## src/hw/rtl/srrw_pkg.sv

```systemverilog
// Shared widths, codes and controller/datapath interface types for the receive window.
package srrw_pkg;

    localparam int WINDOW_MAX  = 32;                  // slot count, power of two
    localparam int IDX_W       = $clog2(WINDOW_MAX);
    localparam int SEQ_W       = 32;
    localparam int HANDLE_W    = 16;
    localparam int LEN_W       = 11;
    localparam int WIN_W       = 6;
    localparam int PAYLOAD_MAX = 1472;
    localparam int TDATA_W     = 64;                  // seq + handle + length, byte padded
    localparam int FIELDS_W    = SEQ_W + HANDLE_W + LEN_W;

    localparam logic [WIN_W-1:0] WINDOW_RESET = WIN_W'(8);

    localparam logic OP_DATA      = 1'b0;
    localparam logic OP_END       = 1'b1;
    localparam logic KIND_RELEASE = 1'b0;
    localparam logic KIND_ACK     = 1'b1;

    // Source of a result beat
    localparam logic [1:0] SRC_INPUT   = 2'd0;
    localparam logic [1:0] SRC_SLOT    = 2'd1;
    localparam logic [1:0] SRC_ACK_EXP = 2'd2;
    localparam logic [1:0] SRC_ACK_SEQ = 2'd3;

    typedef struct packed {
        logic       latch_in;
        logic       emit;
        logic [1:0] out_sel;
        logic       out_last;
        logic       out_fin;
        logic       use_flush;
        logic       clr_cur;
        logic       exp_inc;
        logic       store;
        logic       load_pend;
        logic       clr_pend;
        logic       cnt_load;
        logic       cnt_inc;
        logic       finish;
    } srrw_cmd_t;

    typedef struct packed {
        logic done;
        logic op_end;
        logic seq_eq_exp;
        logic in_window;
        logic cur_valid;
        logic pend_cur;
        logic pend_rest_empty;
        logic pend_init_empty;
        logic cnt_max;
        logic out_free;
    } srrw_status_t;

endpackage

```

## src/hw/rtl/srrw_ctrl.sv

```systemverilog
// Controller state machine: sequences accept, release chain, ack and end flush.
module srrw_ctrl (
    input  logic                 aclk,
    input  logic                 aresetn,
    input  logic                 s_tvalid,
    output logic                 s_tready,
    input  srrw_pkg::srrw_status_t status,
    output srrw_pkg::srrw_cmd_t    cmd
);
    import srrw_pkg::*;

    localparam logic [1:0] ST_IDLE  = 2'd0;
    localparam logic [1:0] ST_FIRST = 2'd1;
    localparam logic [1:0] ST_CHAIN = 2'd2;
    localparam logic [1:0] ST_FLUSH = 2'd3;

    logic [1:0] state_reg, state_next;

    always_ff @(posedge aclk) begin
        if (!aresetn) begin
            state_reg <= ST_IDLE;
        end else begin
            state_reg <= state_next;
        end
    end

    always_comb begin
        state_next = state_reg;
        cmd        = '0;
        s_tready   = 1'b0;
        unique case (state_reg)
            ST_IDLE: begin
                // beats arriving after the end packet are taken and dropped
                s_tready = aresetn;
                if (s_tvalid && aresetn) begin
                    cmd.latch_in = 1'b1;
                    if (!status.done) begin
                        state_next = ST_FIRST;
                    end
                end
            end
            ST_FIRST: begin
                if (status.out_free) begin
                    cmd.emit = 1'b1;
                    if (status.op_end) begin
                        cmd.out_sel  = SRC_ACK_SEQ;
                        cmd.out_fin  = 1'b1;
                        cmd.out_last = status.pend_init_empty;
                        if (status.pend_init_empty) begin
                            cmd.finish = 1'b1;
                            state_next = ST_IDLE;
                        end else begin
                            cmd.load_pend = 1'b1;
                            cmd.cnt_load  = 1'b1;
                            state_next    = ST_FLUSH;
                        end
                    end else if (status.seq_eq_exp) begin
                        cmd.out_sel  = SRC_INPUT;
                        cmd.clr_cur  = 1'b1;
                        cmd.exp_inc  = 1'b1;
                        cmd.cnt_load = 1'b1;
                        state_next   = ST_CHAIN;
                    end else begin
                        cmd.store    = status.in_window;
                        cmd.out_sel  = SRC_ACK_EXP;
                        cmd.out_last = 1'b1;
                        state_next   = ST_IDLE;
                    end
                end
            end
            ST_CHAIN: begin
                if (status.out_free) begin
                    cmd.emit = 1'b1;
                    if (status.cur_valid && !status.cnt_max) begin
                        cmd.out_sel = SRC_SLOT;
                        cmd.clr_cur = 1'b1;
                        cmd.exp_inc = 1'b1;
                        cmd.cnt_inc = 1'b1;
                    end else begin
                        cmd.out_sel  = SRC_ACK_EXP;
                        cmd.out_last = 1'b1;
                        state_next   = ST_IDLE;
                    end
                end
            end
            ST_FLUSH: begin
                cmd.use_flush = 1'b1;
                if (status.pend_cur) begin
                    if (status.out_free) begin
                        cmd.emit     = 1'b1;
                        cmd.out_sel  = SRC_SLOT;
                        cmd.out_fin  = 1'b1;
                        cmd.out_last = status.pend_rest_empty;
                        cmd.clr_pend = 1'b1;
                        if (status.pend_rest_empty) begin
                            cmd.finish = 1'b1;
                            state_next = ST_IDLE;
                        end else begin
                            cmd.cnt_inc = 1'b1;
                        end
                    end
                end else begin
                    cmd.cnt_inc = 1'b1;
                end
            end
            default: begin
                state_next = ST_IDLE;
            end
        endcase
    end

endmodule

```

## src/hw/rtl/srrw_datapath.sv

```systemverilog
// Datapath: window state, slot store, pending mask and the output register.
module srrw_datapath (
    input  logic                           aclk,
    input  logic                           aresetn,
    input  logic                           cfg_wr_en,
    input  logic [srrw_pkg::WIN_W-1:0]     cfg_wr_data,
    input  logic [srrw_pkg::TDATA_W-1:0]   s_tdata,
    input  logic                           s_tuser,
    input  srrw_pkg::srrw_cmd_t            cmd,
    output srrw_pkg::srrw_status_t         status,
    output logic                           m_tvalid,
    input  logic                           m_tready,
    output logic [srrw_pkg::TDATA_W-1:0]   m_tdata,
    output logic [1:0]                     m_tuser,
    output logic                           m_tlast
);
    import srrw_pkg::*;

    logic [WIN_W-1:0]      window_reg;
    logic [SEQ_W-1:0]      exp_reg, exp_next;
    logic                  done_reg;
    logic [WINDOW_MAX-1:0] valid_reg, valid_next;
    logic [WINDOW_MAX-1:0] pend_reg, pend_next;
    logic [IDX_W-1:0]      cnt_reg, cnt_next;

    logic [HANDLE_W-1:0]   slot_handle [WINDOW_MAX];
    logic [LEN_W-1:0]      slot_length [WINDOW_MAX];

    logic                  op_reg;
    logic [SEQ_W-1:0]      seq_reg;
    logic [HANDLE_W-1:0]   handle_reg;
    logic [LEN_W-1:0]      length_reg;

    logic                  m_tvalid_reg;
    logic [TDATA_W-1:0]    m_tdata_reg;
    logic [1:0]            m_tuser_reg;
    logic                  m_tlast_reg;

    logic [LEN_W-1:0]      in_length, in_length_clamped;
    logic [WIN_W-1:0]      win_eff;
    logic [SEQ_W:0]        bound;
    logic [SEQ_W-1:0]      cur_seq;
    logic [IDX_W-1:0]      cur_idx, exp_idx, seq_idx;
    logic [WINDOW_MAX-1:0] cur_onehot, exp_onehot;
    logic                  out_kind;
    logic [SEQ_W-1:0]      out_num;
    logic [HANDLE_W-1:0]   out_handle;
    logic [LEN_W-1:0]      out_length;

    // Saturate overlong payloads on the way in
    assign in_length         = s_tdata[SEQ_W+HANDLE_W +: LEN_W];
    assign in_length_clamped = (in_length > LEN_W'(PAYLOAD_MAX)) ? LEN_W'(PAYLOAD_MAX)
                                                                 : in_length;

    always_comb begin
        if (window_reg == '0) begin
            win_eff = WIN_W'(1);
        end else if (window_reg > WIN_W'(WINDOW_MAX)) begin
            win_eff = WIN_W'(WINDOW_MAX);
        end else begin
            win_eff = window_reg;
        end
    end

    assign bound      = {1'b0, exp_reg} + (SEQ_W+1)'(win_eff) - (SEQ_W+1)'(1);
    assign cur_seq    = cmd.use_flush ? exp_reg + SEQ_W'(cnt_reg) + SEQ_W'(1) : exp_reg;
    assign cur_idx    = cur_seq[IDX_W-1:0];
    assign exp_idx    = exp_reg[IDX_W-1:0];
    assign seq_idx    = seq_reg[IDX_W-1:0];
    assign cur_onehot = WINDOW_MAX'(1) << cur_idx;
    assign exp_onehot = WINDOW_MAX'(1) << exp_idx;

    assign status.done            = done_reg;
    assign status.op_end          = (op_reg == OP_END);
    assign status.seq_eq_exp      = (seq_reg == exp_reg);
    assign status.in_window       = (seq_reg > exp_reg) && ({1'b0, seq_reg} <= bound);
    assign status.cur_valid       = valid_reg[cur_idx];
    assign status.pend_cur        = pend_reg[cur_idx];
    assign status.pend_rest_empty = ~|(pend_reg & ~cur_onehot);
    assign status.pend_init_empty = ~|(valid_reg & ~exp_onehot);
    assign status.cnt_max         = (cnt_reg == IDX_W'(WINDOW_MAX - 1));
    assign status.out_free        = !m_tvalid_reg || m_tready;

    always_comb begin
        valid_next = valid_reg;
        if (cmd.finish) begin
            valid_next = '0;
        end else begin
            if (cmd.store) begin
                valid_next[seq_idx] = 1'b1;
            end
            if (cmd.clr_cur) begin
                valid_next[cur_idx] = 1'b0;
            end
        end

        pend_next = pend_reg;
        if (cmd.load_pend) begin
            pend_next = valid_reg & ~exp_onehot;
        end else if (cmd.clr_pend) begin
            pend_next[cur_idx] = 1'b0;
        end

        exp_next = cmd.exp_inc ? exp_reg + SEQ_W'(1) : exp_reg;

        cnt_next = cnt_reg;
        if (cmd.cnt_load) begin
            cnt_next = '0;
        end else if (cmd.cnt_inc) begin
            cnt_next = cnt_reg + IDX_W'(1);
        end
    end

    always_comb begin
        unique case (cmd.out_sel)
            SRC_INPUT: begin
                out_kind   = KIND_RELEASE;
                out_num    = seq_reg;
                out_handle = handle_reg;
                out_length = length_reg;
            end
            SRC_SLOT: begin
                out_kind   = KIND_RELEASE;
                out_num    = cur_seq;
                out_handle = slot_handle[cur_idx];
                out_length = slot_length[cur_idx];
            end
            SRC_ACK_EXP: begin
                out_kind   = KIND_ACK;
                out_num    = exp_reg;
                out_handle = '0;
                out_length = '0;
            end
            SRC_ACK_SEQ: begin
                out_kind   = KIND_ACK;
                out_num    = seq_reg;
                out_handle = '0;
                out_length = '0;
            end
            default: begin
                out_kind   = KIND_ACK;
                out_num    = '0;
                out_handle = '0;
                out_length = '0;
            end
        endcase
    end

    always_ff @(posedge aclk) begin
        if (!aresetn) begin
            window_reg   <= WINDOW_RESET;
            exp_reg      <= '0;
            done_reg     <= 1'b0;
            valid_reg    <= '0;
            pend_reg     <= '0;
            cnt_reg      <= '0;
            m_tvalid_reg <= 1'b0;
        end else begin
            if (cfg_wr_en) begin
                window_reg <= cfg_wr_data;
            end
            exp_reg   <= exp_next;
            valid_reg <= valid_next;
            pend_reg  <= pend_next;
            cnt_reg   <= cnt_next;
            if (cmd.finish) begin
                done_reg <= 1'b1;
            end
            if (cmd.emit) begin
                m_tvalid_reg <= 1'b1;
            end else if (m_tready) begin
                m_tvalid_reg <= 1'b0;
            end
        end
    end

    // Payload registers, no reset
    always_ff @(posedge aclk) begin
        if (cmd.latch_in) begin
            op_reg     <= s_tuser;
            seq_reg    <= s_tdata[SEQ_W-1:0];
            handle_reg <= s_tdata[SEQ_W +: HANDLE_W];
            length_reg <= in_length_clamped;
        end
        if (cmd.store) begin
            slot_handle[seq_idx] <= handle_reg;
            slot_length[seq_idx] <= length_reg;
        end
        if (cmd.emit) begin
            m_tdata_reg <= {(TDATA_W-FIELDS_W)'(0), out_length, out_handle, out_num};
            m_tuser_reg <= {cmd.out_fin, out_kind};
            m_tlast_reg <= cmd.out_last;
        end
    end

    assign m_tvalid = m_tvalid_reg;
    assign m_tdata  = m_tdata_reg;
    assign m_tuser  = m_tuser_reg;
    assign m_tlast  = m_tlast_reg;

endmodule

```

## src/hw/rtl/selective_repeat_receive_window_unit.sv

```systemverilog
// Top level of the selective-repeat receive window.
//
// Slave stream: one beat per packet descriptor. tuser is the packet kind (data or end),
// tdata carries sequence number, payload handle and length. Master stream: one beat per
// result, either a packet released in order or an acknowledgement; tlast marks the final
// result of a descriptor and tuser[1] marks results of the end packet.
// Timing: a descriptor is taken and latched; its first result is loaded into the output
// register once that register is free, and further results of an in-order release chain
// follow one per cycle while it stays free. A data packet that is stored or dropped gives
// one ack. An end packet walks the stored slots one per cycle after its ack, holes included,
// waiting at a stored slot while the output is full, and stops after the last stored one.
// The walk and the chain run in the controller, one slot per cycle while the output is free, so
// the next descriptor is taken only once the previous one has issued all of its results; the
// output register lets the next descriptor in while the last result still waits for m_tready.
// Reset (aresetn low, synchronous) clears the expected number, all slot valid bits and the
// finished flag, and sets the window to 8; s_tready stays low while aresetn is low. The
// window register is written through cfg_wr_en while the block is idle; the user must keep
// to this, as the block itself does not enforce it. When the receiver stalls, the output
// register holds its beat and the controller waits; nothing is dropped. After an end packet
// the block takes and drops every further beat until reset.
module selective_repeat_receive_window_unit (
    input  logic                         aclk,
    input  logic                         aresetn,
    input  logic                         cfg_wr_en,
    input  logic [srrw_pkg::WIN_W-1:0]   cfg_wr_data,   // receive window width
    input  logic                         s_tvalid,
    output logic                         s_tready,
    input  logic [srrw_pkg::TDATA_W-1:0] s_tdata,       // seq_num, payload_handle, payload_length
    input  logic                         s_tuser,       // op
    output logic                         m_tvalid,
    input  logic                         m_tready,
    output logic [srrw_pkg::TDATA_W-1:0] m_tdata,       // ack_or_seq, out_handle, out_length
    output logic [1:0]                   m_tuser,       // kind, finished
    output logic                         m_tlast        // last
);
    import srrw_pkg::*;

    srrw_cmd_t    cmd;
    srrw_status_t status;

    // Sequence each descriptor
    srrw_ctrl u_ctrl (
        .aclk     (aclk),
        .aresetn  (aresetn),
        .s_tvalid (s_tvalid),
        .s_tready (s_tready),
        .status   (status),
        .cmd      (cmd)
    );

    // Hold window state and drive result beats
    srrw_datapath u_datapath (
        .aclk        (aclk),
        .aresetn     (aresetn),
        .cfg_wr_en   (cfg_wr_en),
        .cfg_wr_data (cfg_wr_data),
        .s_tdata     (s_tdata),
        .s_tuser     (s_tuser),
        .cmd         (cmd),
        .status      (status),
        .m_tvalid    (m_tvalid),
        .m_tready    (m_tready),
        .m_tdata     (m_tdata),
        .m_tuser     (m_tuser),
        .m_tlast     (m_tlast)
    );

endmodule

```

## config.mk

```make
export PLATFORM = sky130hd
export DESIGN_NAME = selective_repeat_receive_window_unit
export DESIGN_NICKNAME = d
export VERILOG_FILES = /design/src/hw/rtl/srrw_pkg.sv /design/src/hw/rtl/srrw_ctrl.sv /design/src/hw/rtl/srrw_datapath.sv /design/src/hw/rtl/selective_repeat_receive_window_unit.sv
export SDC_FILE = /design/constraint.sdc
export NUM_CORES = 2
export LEC_CHECK = 0
export BUFFER_PORTS_ARGS = -buffer_cell sky130_fd_sc_hd__buf_4
export CORE_MARGIN = 4
export CORE_UTILIZATION = 49
export CTS_BUF_LIST = sky130_fd_sc_hd__clkbuf_4
export CTS_CLUSTER_SIZE = 25
export DETAILED_ROUTE_END_ITERATION = 12
export GPL_TIMING_DRIVEN = 0
export PLACE_DENSITY = 0.64
export SETUP_SLACK_MARGIN = 0.05
export SKIP_CTS_REPAIR_TIMING = 1
export SLEW_MARGIN = 20
export SYNTH_ARGS = -nofsm -noshare
export SYNTH_HDL_FRONTEND = slang
export SYNTH_SLANG_ARGS = --single-unit
```

## constraint.sdc

```tcl
create_clock -name aclk -period 6.91 [get_ports aclk]
set_input_delay 0.691 -clock aclk [delete_from_list [all_inputs] [get_ports aclk]]
set_output_delay 0.691 -clock aclk [all_outputs]
set_load 0.01 [all_outputs]
```

== After elaboration in Yosys (flattened, before gate mapping) ==
Memory sizes are Yosys's and may differ from the RTL's.
Index checks and enable logic that the tools add are counted.

* Bits in registers: 233
* Latch bits: 0
* Bits in writable memories: 864
* Bits in read-only memories: 0
* Input bits: 76
* Word-level logic and storage cells: 162
* Memories kept: 2

{| class="wikitable"
|+ Memories
! memory !! words !! width !! read ports !! clocked after memory_dff !! write ports !! line !! source
|-
| u_datapath.slot_handle || 32 || 16 || 1 || 0 || 1 || srrw_datapath.sv:26 || <nowiki>logic [HANDLE_W-1:0] slot_handle [WINDOW_MAX];</nowiki>
|-
| u_datapath.slot_length || 32 || 11 || 1 || 0 || 1 || srrw_datapath.sv:27 || <nowiki>logic [LEN_W-1:0] slot_length [WINDOW_MAX];</nowiki>
|}

* Add/subtract/negate cells: 6
* $mul: 0
* Divide/modulo/power cells: 0
* Magnitude comparators: 8
* Equality and inequality tests: 16
* Shift operators: 2
* Multiplexer cells: 81
* Bitwise operators: 9
* Reduce and logical (&&, ||, !) cells: 23

{| class="wikitable"
|+ Operators with widths
! kind !! number
|-
| $mux 32 || 6
|-
| $and 32x32->32 || 4
|-
| $not 32->32 || 3
|-
| $pmux 32 s3 || 1
|-
| $add 32x1->32 const B || 2
|-
| $reduce_or 32->1 || 2
|-
| $shl 1x5->32 const A || 2
|-
| $pmux 16 s3 || 1
|-
| $mux 2 || 18
|-
| $mux 1 || 34
|-
| $add 32x6->33 || 1
|-
| $le 32x33->1 || 1
|-
| $pmux 11 s3 || 1
|-
| $sub 33x1->33 const B || 1
|-
| $add 32x5->32 || 1
|-
| $eq 32x32->1 || 1
|-
| $gt 32x32->1 || 1
|-
| $or 32x32->32 || 1
|-
| $mux 5 || 3
|-
| $ne 2x2->1 const B || 7
|-
| $lt 5x6->1 const B || 2
|-
| $mux 6 || 2
|-
| $pmux 4 s3 || 1
|-
| $gt 11x11->1 const B || 1
|-
| 23 further kinds || 48
|}

== Longest topological paths before layout ==
* Word-level depth: 15
* Depth in mapped cells: 28
* Gate-level depth less buffers: 27

== By module ==
Synthesis repeated with hierarchy kept, for this count alone.

* Cell total of the unflattened synthesis: 3678
* Area, all modules: 48416.4 um^2

{| class="wikitable"
|+ By module, submodules not included
! module !! instances !! cells each !! area an instance (um^2) !! sequential area each (um^2)
|-
| srrw_datapath || 1 || 3614 || 48003.5 || 31790.5
|-
| srrw_ctrl || 1 || 64 || 412.9 || 40.0
|}

== Worst setup path before layout ==
Ideal clock, no wire load.

* Path type: reg2reg
* Start: register u_datapath.exp_reg[4]
* End: register u_datapath.valid_reg[31]
* Library setup time: 0.066 ns
* Arrival time: 7.368 ns
* Path slack: -0.525 ns
* Stages on the path, launching flop included: 26
* Path buffers: 2
* Clock period less this slack: 7.435 ns
* Cell sequence: dfxtp_1 > clkbuf_1 > clkbuf_1 > inv_1 > ha_1 > inv_1 > ha_1 > nand2_1 > nor3_1 > a21oi_1 > o32a_1 > o21a_1 > o221a_2 > o211ai_1 > a31oi_1 > o21ai_0 > xnor2_1 > ha_1 > a2111oi_0 > o21ai_0 > a221oi_1 > nand2_1 > a221oi_1 > nand4_1 > nor3_1 > o221a_2

* Longest elaborated chain between the ends: 12
* Elaborated cells on any way between the ends: 48
* Classes of those cells: add/sub: 4; order compare: 4; eq/ne: 1; shift: 2; mux: 25; bitwise: 6; reduce/logical: 6

{| class="wikitable"
|+ RTL lines
! item !! line !! source
|-
| start, declared || srrw_datapath.sv:20 || <nowiki>logic [SEQ_W-1:0] exp_reg, exp_next;</nowiki>
|-
| start signal, assigned || srrw_datapath.sv:162 || <nowiki>exp_reg <= exp_next;</nowiki>
|-
| $add 32x6->33 or $add 32x5->32 (tied branches) || srrw_datapath.sv:65, srrw_datapath.sv:66 ||
|-
| $sub 33x1->33 or $add 32x1->32 (tied branches) || srrw_datapath.sv:65, srrw_datapath.sv:66 ||
|-
| $le 32x33->1 or $mux 32 (tied branches) || srrw_datapath.sv:76, srrw_datapath.sv:66 ||
|-
| $logic_and 1x1->1 or $shl 1x5->32 (tied branches) || srrw_datapath.sv:76, srrw_datapath.sv:70 ||
|-
| $mux 1 or $not 32->32 (tied branches) || srrw_ctrl.sv:57, srrw_datapath.sv:79 ||
|-
| $mux 3 or $and 32x32->32 (tied branches) || srrw_ctrl.sv:45, srrw_datapath.sv:79 ||
|-
| $mux 4 or $reduce_or 32->1 (tied branches) || srrw_ctrl.sv:43, srrw_datapath.sv:79 ||
|-
| $mux 2 or $mux 1 (tied branches) || srrw_ctrl.sv:31, srrw_ctrl.sv:95 ||
|-
| $mux 32 or $mux 2 (tied branches) || srrw_datapath.sv:89, srrw_ctrl.sv:89 ||
|-
| $mux 32 or $mux 1 (tied branches) || srrw_datapath.sv:86, srrw_ctrl.sv:88 ||
|-
| $and 32x32->32 (no line) or $pmux 1 s2 (tied branches) || - ||
|-
| $mux 32 or $reduce_or 2->1 (tied branches) || - ||
|-
| end signal, assigned || srrw_datapath.sv:163 || <nowiki>valid_reg <= valid_next;</nowiki>
|-
| end, declared || srrw_datapath.sv:22 || <nowiki>logic [WINDOW_MAX-1:0] valid_reg, valid_next;</nowiki>
|}

Several ways; a longest one is shown, not always the timed one. The select of a mux whose other input is x is not followed.
A chain may end at the register's enable or synchronous reset.

== Final worst setup path ==
* Start: register u_datapath.exp_reg[0]
* End: register u_datapath.m_tdata_reg[57] (netlist: u_datapath.m_tdata[57]), data pin

* Longest elaborated chain between the ends: 12
* Elaborated cells on any way between the ends: 23
* Classes of those cells: add/sub: 2; eq/ne: 4; mux: 13; reduce/logical: 3; memory: 1

{| class="wikitable"
|+ RTL lines
! item !! line !! source
|-
| $add 32x5->32 || srrw_datapath.sv:66 || <nowiki>assign cur_seq = cmd.use_flush ? exp_reg + SEQ_W'(cnt_reg) + SEQ_W'(1) : exp_reg;</nowiki>
|-
| $add 32x1->32 || srrw_datapath.sv:66 ||
|-
| $mux 32 || srrw_datapath.sv:66 ||
|-
| $bmux 1 s5 || srrw_datapath.sv:77 || <nowiki>assign status.cur_valid = valid_reg[cur_idx];</nowiki>
|-
| $mux 1 (implied by the code) || srrw_datapath.sv:77 ||
|-
| $logic_and 1x1->1 || srrw_ctrl.sv:74 || <nowiki>if (status.cur_valid && !status.cnt_max) begin</nowiki>
|-
| $mux 2 || srrw_ctrl.sv:74 ||
|-
| $mux 4 || srrw_ctrl.sv:72 || <nowiki>if (status.out_free) begin</nowiki>
|-
| $pmux 4 s3 || srrw_ctrl.sv:31 || <nowiki>unique case (state_reg)</nowiki>
|-
| $eq 2x2->1 || srrw_datapath.sv:115 || <nowiki>unique case (cmd.out_sel)</nowiki>
|-
| $reduce_or 2->1 (no line) || - ||
|-
| $pmux 11 s3 * || srrw_datapath.sv:115 ||
|-
| net u_datapath.out_length[9] || srrw_datapath.sv:48 || <nowiki>logic [LEN_W-1:0] out_length;</nowiki>
|-
| end signal, assigned || srrw_datapath.sv:190 || <nowiki>m_tdata_reg <= {(TDATA_W-FIELDS_W)'(0), out_length, out_handle, out_num};</nowiki>
|-
| end, declared || srrw_datapath.sv:35 || <nowiki>logic [TDATA_W-1:0] m_tdata_reg;</nowiki>
|}

Mark *: on every way through the listed nets, which the timed path passes. The rest lies on a longest branch. The select of a mux whose other input is x is not followed.

==> impl_metrics.yaml <==
logic_synthesis:
  ys_ff_latch: 1097
  yosys.area.top_type_share_pct: 60.5
  synth_edf_count: 986
  ys_types: 85
  yosysTopAreaCell: "edfxtp_1"
  netlist_instances: 3722
  async_reset_ff_share_pct: 0
  synth_area_um2: 48900
  ys.flop_type: "edfxtp_1"
  yosys_warnings: 0
  synth_area_leaders: "edfxtp_1 (61%), mux4_2 (5.8%), nand2_1 (5.0%), dfxtp_1 (4.5%), ha_1 (3.8%)"
  ys_seq_area_share_pct: 65.1
  avgSynthCellArea_um2: 13.1
clock_network:
  clk_latency_ns: 1.21
  cts_buffers: 304
  root_buffer: "clkbuf_4"
  h-tree-depth: 5
  clockBufferDepth: 4
  cts_tree: "done"
  cts.clk_slew.worst_paths_ns: 0.08
  clock_sinks: 1097
placed_design:
  gp_congestion: 0.940
  place_inst: 5197
  dp_hpwl_mm: 107
  io_buffers: 133
setup_path:
  worstSetupPathType: "flop to flop"
  slowest_stage: "a2111oi_1"
  cp_max_fo: 10
  arrival_ns: 7.65
  start_kind: "flop"
  critPathBufInv: 6
  slowest_delay_ns: 0.69
  crit_chain: "buf_2 -> inv_1 -> ha_1 -> fa_1 -> nand3b_1 -> and2_1 -> clkbuf_1 -> a211oi_1 -> a2111oi_1 -> o22ai_1 -> or3_1 -> nor2b_1 -> o21ai_1 -> ha_1 -> inv_1 -> clkbuf_1 -> clkbuf_4 -> o41ai_4"
  end_kind: "flop"
  critPathTopFamily: "compound AO/OA/AOI/OAI gates"
  worstPathRequired_ns: 7.74
drt:
  drt_first_pass_iters: 6
  detail_route.wl_per_cell_um: 27.3
  antenna_left: 0
  remaining_drc_errors: 0
  viasPerCell: 6.13
  drt_iter0_markers: 4469
  wirelength_mm: 159
  vias: 35809
grt:
  antenna_found_initial: 6
  grt_pass1_wl_mm: 224
  grt_max_degree: 42
  grt_usage_pct: 29.5
  first_global_vias: 34009
  overflow: 0
floorplanning:
  start_util_pct: 49.6
  die-height_um: 324
  die_w_um: 324
  pin_count: 145
  rows: 115
  core_area_um2: 98700
  dieArea_um2: 105000
timing:
  clock.fmax_ghz: 0.147
  maxSlewViolCount: 0
  fin_crit_sh_pct: 98.7
  fin_skew_ns: 0.122
  fin_crit_ns: 6.82
  setup_viol: 0
  hold-worst-slack_ns: 0.0267
  relSlewSlack_pct: 14.3
  finalHoldViolations: 0
  worst_pin_slew_ns: 1.29
pwr:
  power.density_nw_per_um2: 236
  ir_worst_vdd_mv: 0.120
  leakagePower_nw: 20.7
final_layout:
  largest_reg_flops: 512
  final_cells: 5839
  drive_gt1_share_pct: 22.4
  syn2layout_area_growth_pct: 19.4
  nets: 4590
min_path:
  hold_path_class: "input port to flop"
job:
  maxCapViolations: 0
outcome:
  status: "finished, final reports clean"
==> worst paths after layout <==
path	start	endpoint	slack, ns	cells past startpoint
worst max-delay path	u_datapath.exp_reg[0]$_SDFFE_PN0P_	u_datapath.m_tdata[57]$_DFFE_PP_	0.09	18
worst max register to register	u_datapath.exp_reg[0]$_SDFFE_PN0P_	u_datapath.m_tdata[57]$_DFFE_PP_	0.09	18
worst min-delay path	cfg_wr_en	u_datapath.window_reg[2]$_SDFFE_PN0P_	0.03	3
worst min register to register	u_datapath.done_reg$_SDFFE_PN0P_	u_datapath.done_reg$_SDFFE_PN0P_	0.48	2
==> worst register-to-register path, cell delays in order, from the launching register on <==
cell and delay [ns]:
dfxtp_1 0.42, buf_2 0.26, inv_1 0.17, ha_1 0.25, fa_1 0.58, nand3b_1 0.17, and2_1 0.13, clkbuf_1 0.52
a211oi_1 0.11, a2111oi_1 0.69, o22ai_1 0.28, or3_1 0.40, nor2b_1 0.16, o21ai_1 0.37, ha_1 0.46, inv_1 0.18
clkbuf_1 0.30, clkbuf_4 0.36, o41ai_4 0.70
==> synthesized netlist by cell type, types with 13 or more instances <==
master	n
nor3_1	48
buf_2	24
nand2_1	658
ha_1	147
o211ai_1	19
a21oi_1	188
a31oi_1	15
o41ai_1	23
nand4_1	29
edfxtp_1	986
mux2i_1	29
clkbuf_1	139
o31ai_1	13
or3_1	18
buf_1	33
o22ai_1	13
mux4_2	127
and2_1	37
mux2_2	21
xnor2_1	33
o21ai_0	137
o221a_2	33
a32oi_1	19
nor2_1	144
nand3_1	276
a211oi_1	26
nor4_1	18
dfxtp_1	111
inv_1	91
nor2b_1	15
nand2b_1	25
a21o_1	27
==> power by group <==
group	internal [mW]	switching, mW
Clock	2.84	2.66
Sequential	7.34	0.0949
Combinational	0.349	0.527
Total	10.5	3.28
==> logic make-up after synthesis <==
logic type / after synthesis / share of synthesized area [%]
AND/OR/NAND/NOR: 1318 / 12.1
flip-flops: 1097 / 65.1
AO/OA/AOI/OAI: 634 / 8.75
buffers and inverters: 301 / 2.51
multiplexers: 177 / 6.92
adder cells (fa/ha/maj): 149 / 3.84
XOR/XNOR: 45 / 0.844
other: 1 / 0.00767
==> cell type report <==
| cell class | count | area, um^2 |
|---|---|---|
| multi-input cells | 2328 | 16400 |
| inverters | 91 | 345 |
| plain buffers | 210 | 932 |
| fillers | 7841 | 40300 |
| clock buffers | 424 | 3180 |
| repair buffers | 333 | 3850 |
| flip-flops and latches | 1097 | 31800 |
| diodes | 3 | 7.51 |
| well taps | 1287 | 1610 |
| clock inverters | 66 | 295 |
==> per-layer routing <==
metal / share of wire (%) / up-vias / track usage, %
li1: - / 15571 / -
met1: 38 / 17475 / 39.7
met2: 46 / 2319 / 45.4
met3: 11 / 444 / 7.30
met4: 4.8 / 0 / 13.7
met5: 0 / - / 0
==> per-stage QoR <==
stage	power [mW]	setup slack, ns	utilization [%]	area [um^2]	setup TNS [ns]
2_1_floorplan	7.96	-0.524	-	48900	-26.68
5_1_grt	14.4	-0.0299	59.2	58400	-0.155
3_3_place_gp	8.30	-4.98	52.2	51500	-3152.37
6_report	13.8	0.0913	59.2	58400	0
3_5_place_dp	8.34	-1.77	53.5	52800	-1317.05
4_1_cts	13.8	-1.80	57.1	56300	-1300.71
==> cell usage in the layout, fill, tap and decap left out, types with 28 or more instances in the layout <==
cell type,count
a21oi_1,186
and2_1,36
buf_1,33
buf_12,43
buf_4,184
clkbuf_1,130
clkbuf_4,428
clkinv_1,46
dfxtp_1,109
dlygate4sd3_1,66
edfxtp_1,986
ha_1,147
inv_1,90
mux2i_1,29
mux4_2,127
nand2_1,658
nand3_1,276
nand4_1,29
nor2_1,115
nor2_4,28
nor3_1,43
o21ai_0,133
o221a_2,33
xnor2_1,33
Power figures use the tool's default switching activity.
